`config.mk`:
```
export PLATFORM = sky130hd
export DESIGN_NAME = midi_note_arpeggiator_unit
export DESIGN_NICKNAME = d
export VERILOG_FILES = /design/src/hw/rtl/arp_pkg.sv /design/src/hw/rtl/arp_cell.sv /design/src/hw/rtl/arp_player.sv /design/src/hw/rtl/midi_note_arpeggiator_unit.sv
export SDC_FILE = /design/constraint.sdc
export NUM_CORES = 1
export LEC_CHECK = 0
export BUFFER_PORTS_ARGS = -buffer_cell sky130_fd_sc_hd__buf_4
export CORE_MARGIN = 10
export CORE_UTILIZATION = 30
export DETAILED_ROUTE_END_ITERATION = 8
export REMOVE_ABC_BUFFERS = 1
export SETUP_SLACK_MARGIN = 0.05
export SYNTH_ARGS = -nofsm -noshare
export SYNTH_HDL_FRONTEND = slang
export SYNTH_HIERARCHICAL = 1
export SYNTH_SLANG_ARGS = --single-unit
```
`constraint.sdc`:
```
create_clock -name clk -period 3.88 [get_ports clk]
set_clock_uncertainty 0.05 [all_clocks]
set_input_delay 0.776 -clock clk [delete_from_list [all_inputs] [get_ports clk]]
set_output_delay 0.776 -clock clk [all_outputs]
set_load 0.005 [all_outputs]
```
`src/hw/rtl/arp_pkg.sv`:
```
package arp_pkg;

	localparam int MAX_HELD = 16;
	localparam int IDX_W    = $clog2(MAX_HELD);
	localparam int CNT_W    = $clog2(MAX_HELD + 1);
	localparam int NOTE_W   = 7;
	localparam int HALF_W   = 16;

	localparam logic [HALF_W-1:0] HALF_RESET = 16'd62;
	localparam logic [NOTE_W-1:0] VEL_ON     = 7'd127;
	localparam logic [NOTE_W-1:0] VEL_OFF    = 7'd0;

	typedef logic [NOTE_W-1:0] note_t;

	typedef enum logic [1:0] {
		MODE_NOTE_ON  = 2'd0,
		MODE_NOTE_OFF = 2'd1,
		MODE_PASS     = 2'd2,
		MODE_TICK     = 2'd3
	} mode_t;

	typedef enum logic [1:0] {
		KIND_NOTE_ON  = 2'd0,
		KIND_NOTE_OFF = 2'd1,
		KIND_PASS     = 2'd2
	} kind_t;

	typedef enum logic [1:0] {
		PH_IDLE = 2'd0,
		PH_ON   = 2'd1,
		PH_GAP  = 2'd2
	} phase_t;

	// Command broadcast to every cell of the held-note row.
	typedef struct packed {
		logic  ins;
		logic  del;
		note_t key;
	} cell_ctl_t;

	// Note event produced by the player on a tick.
	typedef struct packed {
		logic  valid;
		kind_t kind;
		note_t note;
		note_t vel;
	} play_res_t;

endpackage

```
`src/hw/rtl/arp_cell.sv`:
```
module arp_cell (
	input  logic               clk,
	input  arp_pkg::cell_ctl_t ctl,
	input  logic               occupied,
	input  logic               left_lt,
	input  arp_pkg::note_t     left_note,
	input  arp_pkg::note_t     right_note,
	output arp_pkg::note_t     note,
	output logic               lt,
	output logic               eq
);
	import arp_pkg::*;

	note_t note_q;

	assign note = note_q;
	assign lt   = occupied && (note_q < ctl.key);
	assign eq   = occupied && (note_q == ctl.key);

	// Cells below the key keep their note; the first cell at or above it takes the key,
	// and the rest take the note from their left neighbour. Removal pulls notes leftwards.
	always_ff @(posedge clk) begin
		if (ctl.ins && !lt) begin
			note_q <= left_lt ? ctl.key : left_note;
		end else if (ctl.del && occupied && !lt) begin
			note_q <= right_note;
		end
	end

endmodule

```
`src/hw/rtl/arp_player.sv`:
```
module arp_player (
	input  logic                        clk,
	input  logic                        arst_n,
	input  logic                        tick,
	input  logic [arp_pkg::CNT_W-1:0]   held_count,
	input  arp_pkg::note_t              held_notes [arp_pkg::MAX_HELD],
	input  logic [arp_pkg::HALF_W-1:0]  half_period,
	output arp_pkg::play_res_t          res
);
	import arp_pkg::*;

	phase_t            phase_q, phase_d;
	logic [HALF_W-1:0] count_q, count_d;
	logic [CNT_W-1:0]  index_q, index_d;
	note_t             sound_q, sound_d;
	logic [HALF_W-1:0] half_eff;
	logic [HALF_W-1:0] count_dec;
	logic [CNT_W-1:0]  index_sel;
	logic              start;

	assign half_eff  = (half_period == '0) ? HALF_W'(1) : half_period;
	assign count_dec = (count_q != '0) ? count_q - HALF_W'(1) : count_q;
	assign index_sel = (index_q >= held_count) ? '0 : index_q;

	always_ff @(posedge clk or negedge arst_n) begin
		if (!arst_n) begin
			phase_q <= PH_IDLE;
			count_q <= '0;
			index_q <= '0;
			sound_q <= '0;
		end else begin
			phase_q <= phase_d;
			count_q <= count_d;
			index_q <= index_d;
			sound_q <= sound_d;
		end
	end

	always_comb begin
		phase_d   = phase_q;
		count_d   = count_q;
		index_d   = index_q;
		sound_d   = sound_q;
		start     = 1'b0;
		res.valid = 1'b0;
		res.kind  = KIND_NOTE_ON;
		res.note  = sound_q;
		res.vel   = VEL_ON;
		if (tick) begin
			case (phase_q)
				PH_IDLE: begin
					start = 1'b1;
				end
				PH_ON: begin
					count_d = count_dec;
					if (count_dec == '0) begin
						phase_d   = PH_GAP;
						count_d   = half_eff;
						res.valid = 1'b1;
						res.kind  = KIND_NOTE_OFF;
						res.vel   = VEL_OFF;
					end
				end
				PH_GAP: begin
					count_d = count_dec;
					start   = (count_dec == '0);
				end
				default: begin
					phase_d = PH_IDLE;
				end
			endcase
			if (start) begin
				if (held_count == '0) begin
					phase_d = PH_IDLE;
					count_d = '0;
				end else begin
					sound_d   = held_notes[index_sel[IDX_W-1:0]];
					index_d   = index_sel + CNT_W'(1);
					phase_d   = PH_ON;
					count_d   = half_eff;
					res.valid = 1'b1;
					res.kind  = KIND_NOTE_ON;
					res.note  = sound_d;
					res.vel   = VEL_ON;
				end
			end
		end
	end

endmodule

```
`src/hw/rtl/midi_note_arpeggiator_unit.sv`:
```
// Channel  Direction  Handshake          Payload
// s_       in         s_tvalid/s_tready  s_tuser: mode; s_tdata: code, channel, note, velocity
// m_       out        m_tvalid/m_tready  m_tuser: kind; m_tdata: code, channel, note, velocity
// cfg_     in         cfg_we             cfg_wdata: half period in ticks
//
// Every input beat is handled in the cycle it is accepted; the result, if any, sits in the
// output register from the next cycle. A beat is taken whenever that register is empty or
// being drained, so one beat per cycle is sustained while the output side keeps up.
// The held-note row does its sorted insert or removal in all cells at once, each cell choosing
// between its own note, the key and a neighbour's note. Reset clears the note count, the
// player and the output valid flag; held-note cells start undefined and are never read unset.
module midi_note_arpeggiator_unit (
	input  logic        clk,
	input  logic        arst_n,
	input  logic        s_tvalid,
	output logic        s_tready,
	input  logic [23:0] s_tdata,   // [3:0] event_code, [7:4] channel, [14:8] note,
	                               // [21:15] velocity, [23:22] zero
	input  logic [1:0]  s_tuser,   // [1:0] mode
	output logic        m_tvalid,
	input  logic        m_tready,
	output logic [23:0] m_tdata,   // [3:0] out_code, [7:4] out_channel, [14:8] out_note,
	                               // [21:15] out_velocity, [23:22] zero
	output logic [1:0]  m_tuser,   // [1:0] out_kind
	input  logic        cfg_we,
	input  logic [15:0] cfg_wdata
);
	import arp_pkg::*;

	logic [HALF_W-1:0] half_q;
	logic [CNT_W-1:0]  count_q;
	logic              accept;
	mode_t             mode;
	note_t             key;
	cell_ctl_t         ctl;
	note_t             cell_note [MAX_HELD];
	logic [MAX_HELD-1:0] cell_lt;
	logic [MAX_HELD-1:0] cell_eq;
	logic              found;
	logic              full;
	play_res_t         play;
	logic              m_tvalid_q;
	logic [1:0]        m_tuser_q;
	logic [23:0]       m_tdata_q;

	assign accept = s_tvalid && s_tready;
	assign mode   = mode_t'(s_tuser);
	assign key    = s_tdata[14:8];
	assign found  = |cell_eq;
	assign full   = (count_q == CNT_W'(MAX_HELD));

	// A new note goes in only if it is not already held and there is room; a release
	// acts only on a note that is held.
	assign ctl.ins = accept && (mode == MODE_NOTE_ON) && !found && !full;
	assign ctl.del = accept && (mode == MODE_NOTE_OFF) && found;
	assign ctl.key = key;

	// The output register frees up as its beat leaves, so a new beat can be taken then.
	assign s_tready = !m_tvalid_q || m_tready;
	assign m_tvalid = m_tvalid_q;
	assign m_tuser  = m_tuser_q;
	assign m_tdata  = m_tdata_q;

	always_ff @(posedge clk or negedge arst_n) begin
		if (!arst_n) begin
			half_q <= HALF_RESET;
		end else if (cfg_we) begin
			half_q <= cfg_wdata;
		end
	end

	always_ff @(posedge clk or negedge arst_n) begin
		if (!arst_n) begin
			count_q <= '0;
		end else if (ctl.ins) begin
			count_q <= count_q + CNT_W'(1);
		end else if (ctl.del) begin
			count_q <= count_q - CNT_W'(1);
		end
	end

	// The held-note row: cell 0 has nothing on its left, so it always sees "left is
	// below the key"; the last cell has no right neighbour and refills from itself.
	for (genvar i = 0; i < MAX_HELD; i++) begin : g_cell
		logic  left_lt;
		note_t left_note;
		note_t right_note;
		if (i == 0) begin : g_first
			assign left_lt   = 1'b1;
			assign left_note = key;
		end else begin : g_inner
			assign left_lt   = cell_lt[i-1];
			assign left_note = cell_note[i-1];
		end
		if (i == MAX_HELD - 1) begin : g_last
			assign right_note = cell_note[i];
		end else begin : g_right
			assign right_note = cell_note[i+1];
		end
		arp_cell u_cell (
			.clk        (clk),
			.ctl        (ctl),
			.occupied   (CNT_W'(i) < count_q),
			.left_lt    (left_lt),
			.left_note  (left_note),
			.right_note (right_note),
			.note       (cell_note[i]),
			.lt         (cell_lt[i]),
			.eq         (cell_eq[i])
		);
	end

	arp_player u_player (
		.clk         (clk),
		.arst_n      (arst_n),
		.tick        (accept && (mode == MODE_TICK)),
		.held_count  (count_q),
		.held_notes  (cell_note),
		.half_period (half_q),
		.res         (play)
	);

	always_ff @(posedge clk or negedge arst_n) begin
		if (!arst_n) begin
			m_tvalid_q <= 1'b0;
		end else if (accept) begin
			m_tvalid_q <= (mode == MODE_PASS) || ((mode == MODE_TICK) && play.valid);
		end else if (m_tready) begin
			m_tvalid_q <= 1'b0;
		end
	end

	// Pass-through beats keep their payload; generated notes carry channel and code zero.
	always_ff @(posedge clk) begin
		if (accept) begin
			if (mode == MODE_PASS) begin
				m_tuser_q <= KIND_PASS;
				m_tdata_q <= {2'b00, s_tdata[21:0]};
			end else begin
				m_tuser_q <= play.kind;
				m_tdata_q <= {2'b00, play.vel, play.note, 4'd0, 4'd0};
			end
		end
	end

endmodule
```
======== Yosys cells after proc, flatten, opt, wreduce, memory -nomap -nowiden ========
Index checks and enable logic that the tools add are counted.
storage, ports and cells
  bits in registers ....................... 190
  input bits .............................. 47
  output and inout bits ................... 28
  word-level logic and storage cells ...... 302
cells by class
  eq/ne operators ......................... 24
  reduce and logical (&&, ||, !) cells .... 137
  bitwise logic cells ..................... 3
  $add $sub $neg .......................... 4
  multiplexer cells ....................... 73
  order comparisons ....................... 34
operator list
  kind                     number
  $mux W7                  49
  $eq A7 B7 Y1             16
  $lt A7 B7 Y1             16
  $logic_and A1 B1 Y1      86
  $mux W16                 5
  $mux W17                 3
  $lt A4 B5 Y1 const A     8
  $reduce_bool A2 Y1       17
  $logic_not A16 Y1        2
  $pmux W16 S2             1
  $bmux W7 S4              1
  $mux W22                 1
  $lt A3 B5 Y1 const A     4
  $logic_not A1 Y1         19
  $reduce_bool A16 Y1      1
  $reduce_or A16 Y1        1
  $sub A16 B1 Y16 const B  1
  $mux W5                  3
  $add A5 B1 Y5 const B    2
  $lt A1 B5 Y1 const A     2
  $lt A2 B5 Y1 const A     2
  $eq A2 B2 Y1 const B     3
  $mux W3                  2
  $reduce_and A3 Y1        2
  19 further kinds         28

======== Depth between registers and ports, before layout ========
  depth in word-level cells ............... 12
  gate-level depth with buffers ........... 14
  mapped depth without buffers ............ 12

======== Modules after synthesis ========
The synthesis kept the hierarchy.
by module, submodules not included
  module                      cells each  sequential area each (µm²)  instances  area each (µm²)
  arp_cell                    51          210.2                       16         586.8
  arp_player                  427         750.7                       1          3276.9
  midi_note_arpeggiator_unit  171         1277.5                      1          2240.9

======== Worst setup path before layout ========
No wires, ideal clock.
  kind .................................... reg-to-reg
  from .................................... reg, netlist name count_q[4]
  to ...................................... reg g_cell[0].u_cell.note_q[4], data pin
  slack ................................... -0.151 ns
  data arrival time ....................... 3.718 ns
  path buffers ............................ 1
  period minus slack after synthesis ...... 4.031 ns
  data required time ...................... 3.568 ns
  setup time .............................. 0.262 ns
  stages on the path, launching flop included .. 14
  cells stage by stage .................... dfrtp_1 -> buf_2 -> nor2_1 -> inv_1 -> nor2_1 -> a21boi_0 -> nand4_1 -> nor2_1 -> nor4_2 -> nand4_2 -> nand2b_1 -> inv_1 -> o21ai_4 -> mux2_1
RTL lines
  element                 line            text
  end signal: assignment  arp_cell.sv:24  note_q <= left_lt ? ctl.key : left_note;
  end signal: assignment  arp_cell.sv:26  note_q <= right_note;
  end: declaration        arp_cell.sv:14  note_t note_q;

==> flow_results.xml <==
<?xml version="1.0" encoding="UTF-8"?>
<metrics>
  <group name="critical_path">
    <metric name="worst_r2r_startpoint" unit="">count_q[2]$_DFFE_PN0P_</metric>
    <metric name="cp-end-kind" unit="">register</metric>
    <metric name="worst_ep_required_time" unit="ns">4.17</metric>
    <metric name="top_cell_family_by_delay_on_the_critical_path" unit="">compound AO/OA/AOI/OAI gates</metric>
    <metric name="setup.worst_path.start" unit="">count_q[2]$_DFFE_PN0P_</metric>
    <metric name="worst_path_largest_cell_delay" unit="ns">0.46</metric>
    <metric name="regToRegEndpoint" unit="">m_tdata[14]$_DFFE_PP_</metric>
    <metric name="setup.worst_path.class" unit="">reg2reg</metric>
    <metric name="worst_path_bufs_invs" unit="">3</metric>
    <metric name="slowest_stage_cell_cp" unit="">sky130_fd_sc_hd__dfrtp_1</metric>
    <metric name="reg2reg_setup_slack" unit="ns">0.25</metric>
    <metric name="setup.worst_path.start_class" unit="">register</metric>
    <metric name="path_max_fanout" unit="">16</metric>
    <metric name="critPathArrivalTime" unit="ns">3.92</metric>
    <metric name="crit_path_cell_chain" unit="">buf_4 -&gt; inv_1 -&gt; ha_1 -&gt; a21o_1 -&gt; a31oi_1 -&gt; o21a_1 -&gt; nand2_1 -&gt; buf_4 -&gt; nor2_1 -&gt; a211oi_1 -&gt; o31ai_1 -&gt; o22a_1 -&gt; mux2_2</metric>
    <metric name="ff2ff_path_depth" unit="">13</metric>
    <metric name="crit_path_frequent_cell" unit="">sky130_fd_sc_hd__buf_4</metric>
  </group>
  <group name="global_route">
    <metric name="grt_start_max_net_pins" unit="">53</metric>
    <metric name="grt_use_total" unit="%">14.7</metric>
    <metric name="overflow" unit="">0</metric>
    <metric name="grt_first_pass_wirelength" unit="mm">68.4</metric>
    <metric name="first_global_vias" unit="">11700</metric>
    <metric name="grt_antenna_before_repair" unit="">0</metric>
  </group>
  <group name="placement">
    <metric name="port-buffer-count" unit="">70</metric>
    <metric name="placed_area" unit="sq um">16700</metric>
    <metric name="routability_congestion_estimate_from_global_placement" unit="">0.892</metric>
    <metric name="dp_hpwl" unit="mm">32.3</metric>
  </group>
  <group name="floorplan">
    <metric name="die_area" unit="sq um">59000</metric>
    <metric name="rows" unit="">81</metric>
    <metric name="initial_core_util" unit="%">30.4</metric>
    <metric name="die_y" unit="um">243</metric>
    <metric name="floorplan.core_area" unit="sq um">49100</metric>
    <metric name="dieWidth" unit="um">243</metric>
    <metric name="io-pin-count" unit="">75</metric>
  </group>
  <group name="logic_synthesis">
    <metric name="postSynth.asyncResetShare" unit="%">27.7</metric>
    <metric name="synthDistinctLibCells" unit="">73</metric>
    <metric name="synth-warning-count" unit="">6</metric>
    <metric name="syn-cell-area" unit="sq um">14900</metric>
    <metric name="synth.ff_latch_count" unit="">188</metric>
    <metric name="synth.avg_cell_area" unit="sq um">10.5</metric>
    <metric name="synth_sequential_area_ratio" unit="%">36.2</metric>
    <metric name="syn_inst" unit="">1414</metric>
    <metric name="synth_enable_flop_cells" unit="">136</metric>
    <metric name="synthFlopType" unit="">sky130_fd_sc_hd__edfxtp_1</metric>
  </group>
  <group name="clock_network">
    <metric name="cts_num_sinks" unit="">188</metric>
    <metric name="root_buffer" unit="">sky130_fd_sc_hd__clkbuf_16</metric>
    <metric name="cts_setup_buffers" unit="">0</metric>
    <metric name="number_of_buffers_inserted_during_clock_tree_synthesis" unit="">17</metric>
    <metric name="worst_skew_pair.late_latency" unit="ns">0.47</metric>
    <metric name="cts.path.max_buffers" unit="">2</metric>
    <metric name="cts_hold_repair.buffers" unit="">0</metric>
    <metric name="cts_resized" unit="">0</metric>
    <metric name="tritoncts" unit="">yes</metric>
    <metric name="h-tree-depth" unit="">4</metric>
    <metric name="clk_pin_slew_worst_paths" unit="ns">0.07</metric>
  </group>
  <group name="pwr">
    <metric name="leakage" unit="nW">6.99</metric>
    <metric name="comb_power_share" unit="%">37.0</metric>
    <metric name="power_density" unit="nW/um^2">423</metric>
    <metric name="net-switching-power" unit="W">0.00258</metric>
    <metric name="netSwitchingFraction" unit="%">35.1</metric>
    <metric name="internal_power" unit="W">0.00476</metric>
    <metric name="power.share.sequential" unit="%">36.1</metric>
    <metric name="p_clk_share" unit="%">26.9</metric>
    <metric name="ir_worst_vdd" unit="mV">0.281</metric>
  </group>
  <group name="timing">
    <metric name="timing.hold.ws" unit="ns">0.291</metric>
    <metric name="share_of_the_cycle_needed_by_the_critical_path_after_routing" unit="%">93.5</metric>
    <metric name="timing.max_slew.rel_slack" unit="%">54.9</metric>
    <metric name="unrepaired_setup_endpoints_after_global_routing" unit="">false</metric>
    <metric name="total_setup_violations_reported_at_the_end_of_the_flow" unit="">0</metric>
    <metric name="finalMaxSlewViolations" unit="">0</metric>
    <metric name="tightestPinTransition" unit="ns">0.676</metric>
    <metric name="layout_min_cycle_time" unit="ns">3.63</metric>
    <metric name="hold_viol_final" unit="">0</metric>
    <metric name="fmax" unit="MHz">276</metric>
  </group>
  <group name="run_status">
    <metric name="outcome" unit="">complete, no violations</metric>
  </group>
  <group name="detailed_routing">
    <metric name="avgRoutedWirePerCell" unit="um">20.0</metric>
    <metric name="final_antenna_net_count" unit="">0</metric>
    <metric name="post_drt_via_cell_ratio" unit="">5.27</metric>
    <metric name="route.vias.total" unit="">11600</metric>
    <metric name="detailedRoute.firstPassIterationCount" unit="">5</metric>
    <metric name="routed_wl" unit="mm">44.1</metric>
    <metric name="detailedRoute.firstIterationViolations" unit="">1117</metric>
    <metric name="drt_drc_violations_left" unit="">0</metric>
  </group>
  <group name="cells_and_area">
    <metric name="num-fill-cells" unit="">4900</metric>
    <metric name="synthToLayoutAreaGrowth" unit="%">16.3</metric>
    <metric name="n_antenna_cell" unit="">0</metric>
    <metric name="multi_input_combinational_cell_area" unit="sq um">8660</metric>
    <metric name="post_route_cells_drive_above_1_share" unit="%">33.3</metric>
    <metric name="design_area" unit="sq um">17300</metric>
    <metric name="final_net_count" unit="">1696</metric>
    <metric name="utilization" unit="%">35.3</metric>
    <metric name="mostFrequentLayoutCell" unit="">sky130_fd_sc_hd__mux2_2</metric>
    <metric name="final-seq-area" unit="sq um">5390</metric>
    <metric name="final_cell_mix" unit="">sky130_fd_sc_hd__mux2_2, sky130_fd_sc_hd__buf_4, sky130_fd_sc_hd__inv_1</metric>
  </group>
  <group name="flow_run">
    <metric name="timing.max_cap.violations" unit="">0</metric>
  </group>
  <group name="worst_hold_path">
    <metric name="min-delay-path-class" unit="">in2async</metric>
  </group>
</metrics>
[power groups by stage]
stage | combinational (W) | clock, W | sequential (W)
final | 0.00271 | 0.00197 | 0.00265
after global routing | 0.00296 | 0.00208 | 0.00267
after CTS | 0.00268 | 0.00202 | 0.00264
after detailed placement | 0.00266 | 0 | 0.00268
after global placement | 0.00260 | 0 | 0.00268
after floorplan | 0.00178 | 0 | 0.00264
[cell families (layout without fill, tap and decap cells)]
| group | Yosys count | count (layout) | share of synthesized area (%) |
|---|---|---|---|
| other cells | 3 | 4 | 0.0755 |
| flops | 188 | 188 | 36.2 |
| compound gates | 265 | 265 | 14.0 |
| mux | 287 | 287 | 21.5 |
| xor+xnor | 4 | 4 | 0.235 |
| buf+inv | 216 | 340 | 5.88 |
| fa+ha+maj | 124 | 124 | 10.4 |
| simple gates | 327 | 327 | 11.8 |
[layout make-up]
| type | count | share of cell area (%) |
|---|---|---|
| Multi-Input combinational cell | 1011 | 50.0 |
| Sequential cell | 188 | 31.1 |
| Timing Repair Buffer | 159 | 7.18 |
| Tap cell | 664 | 4.79 |
| Inverter | 149 | 3.23 |
| Clock buffer | 18 | 2.48 |
| Clock inverter | 14 | 1.23 |
[metrics by stage]
step / instances / total power, W / worst slack, ns / setup TNS [ns]
finish: 2203 / 0.00733 / 0.253 / 0
global route: 2203 / 0.00772 / 0.0709 / 0
CTS: 2203 / 0.00734 / 0.264 / 0
detailed placement: 2171 / 0.00535 / -0.0175 / -0.0961
global placement: 2171 / 0.00528 / 0.0361 / 0
floorplan: 1348 / 0.00441 / -0.387 / -17.82
[how the worst max path moves through the flow]
stage / cells after the start / to / slack (ns)
after floorplan: 11 / m_tdata[14]$_DFFE_PP_ / -0.39
after global placement: 14 / g_cell[10].u_cell/note[5]$_DFFE_PP_ / 0.04
after detailed placement: 13 / g_cell[12].u_cell/note[5]$_DFFE_PP_ / -0.02
after CTS: 12 / m_tdata[14]$_DFFE_PP_ / 0.26
after global routing: 13 / m_tdata[9]$_DFFE_PP_ / 0.07
final: 13 / m_tdata[14]$_DFFE_PP_ / 0.25
[cell usage after synthesis, types with 18 or more instances]
cell / count / share of area [%]
sky130_fd_sc_hd__nor2_1: 85 / 2.1
sky130_fd_sc_hd__buf_1: 20 / 0.50
sky130_fd_sc_hd__nand4_1: 39 / 1.6
sky130_fd_sc_hd__a21oi_2: 32 / 1.9
sky130_fd_sc_hd__clkbuf_1: 26 / 0.65
sky130_fd_sc_hd__mux2_1: 32 / 2.4
sky130_fd_sc_hd__and2_1: 18 / 0.76
sky130_fd_sc_hd__a21oi_1: 65 / 2.2
sky130_fd_sc_hd__edfxtp_1: 136 / 27
sky130_fd_sc_hd__o21ai_0: 29 / 0.97
sky130_fd_sc_hd__a211oi_1: 22 / 1.1
sky130_fd_sc_hd__inv_1: 149 / 3.8
sky130_fd_sc_hd__mux2_2: 229 / 17
sky130_fd_sc_hd__mux2i_1: 26 / 1.7
sky130_fd_sc_hd__nand2_1: 71 / 1.8
sky130_fd_sc_hd__ha_1: 123 / 10
sky130_fd_sc_hd__nand3_1: 23 / 0.77
sky130_fd_sc_hd__dfrtp_1: 47 / 7.9
[routing by layer]
metal / track usage (%) / vias up / share of wire, %
met5: 0 / - / 0
met4: 4.34 / 0 / 2.2
met3: 2.84 / 60 / 5.6
met2: 24.4 / 383 / 47
met1: 18.8 / 5693 / 45
li1: - / 5472 / -
[worst register-to-register path: stages (launching register included)]
cell and delay [ns]:
sky130_fd_sc_hd__dfrtp_1 0.46, sky130_fd_sc_hd__buf_4 0.20, sky130_fd_sc_hd__inv_1 0.05, sky130_fd_sc_hd__ha_1 0.30, sky130_fd_sc_hd__a21o_1 0.18, sky130_fd_sc_hd__a31oi_1 0.19
sky130_fd_sc_hd__o21a_1 0.33, sky130_fd_sc_hd__nand2_1 0.11, sky130_fd_sc_hd__buf_4 0.21, sky130_fd_sc_hd__nor2_1 0.36, sky130_fd_sc_hd__a211oi_1 0.17, sky130_fd_sc_hd__o31ai_1 0.46
sky130_fd_sc_hd__o22a_1 0.27, sky130_fd_sc_hd__mux2_2 0.16
[registers in the layout, indices dropped and copies added, names as in the netlist, 2 cells and up]
| name | cells |
|---|---|
| g_cell.u_cell/note | 112 |
| m_tdata | 22 |
| half_q | 16 |
| u_player/count_q | 16 |
| u_player/sound_q | 7 |
| count_q | 5 |
| u_player/index_q | 5 |
| m_tuser | 2 |
| u_player/phase_q | 2 |
Note: power is estimated with default switching activity, not from simulation.
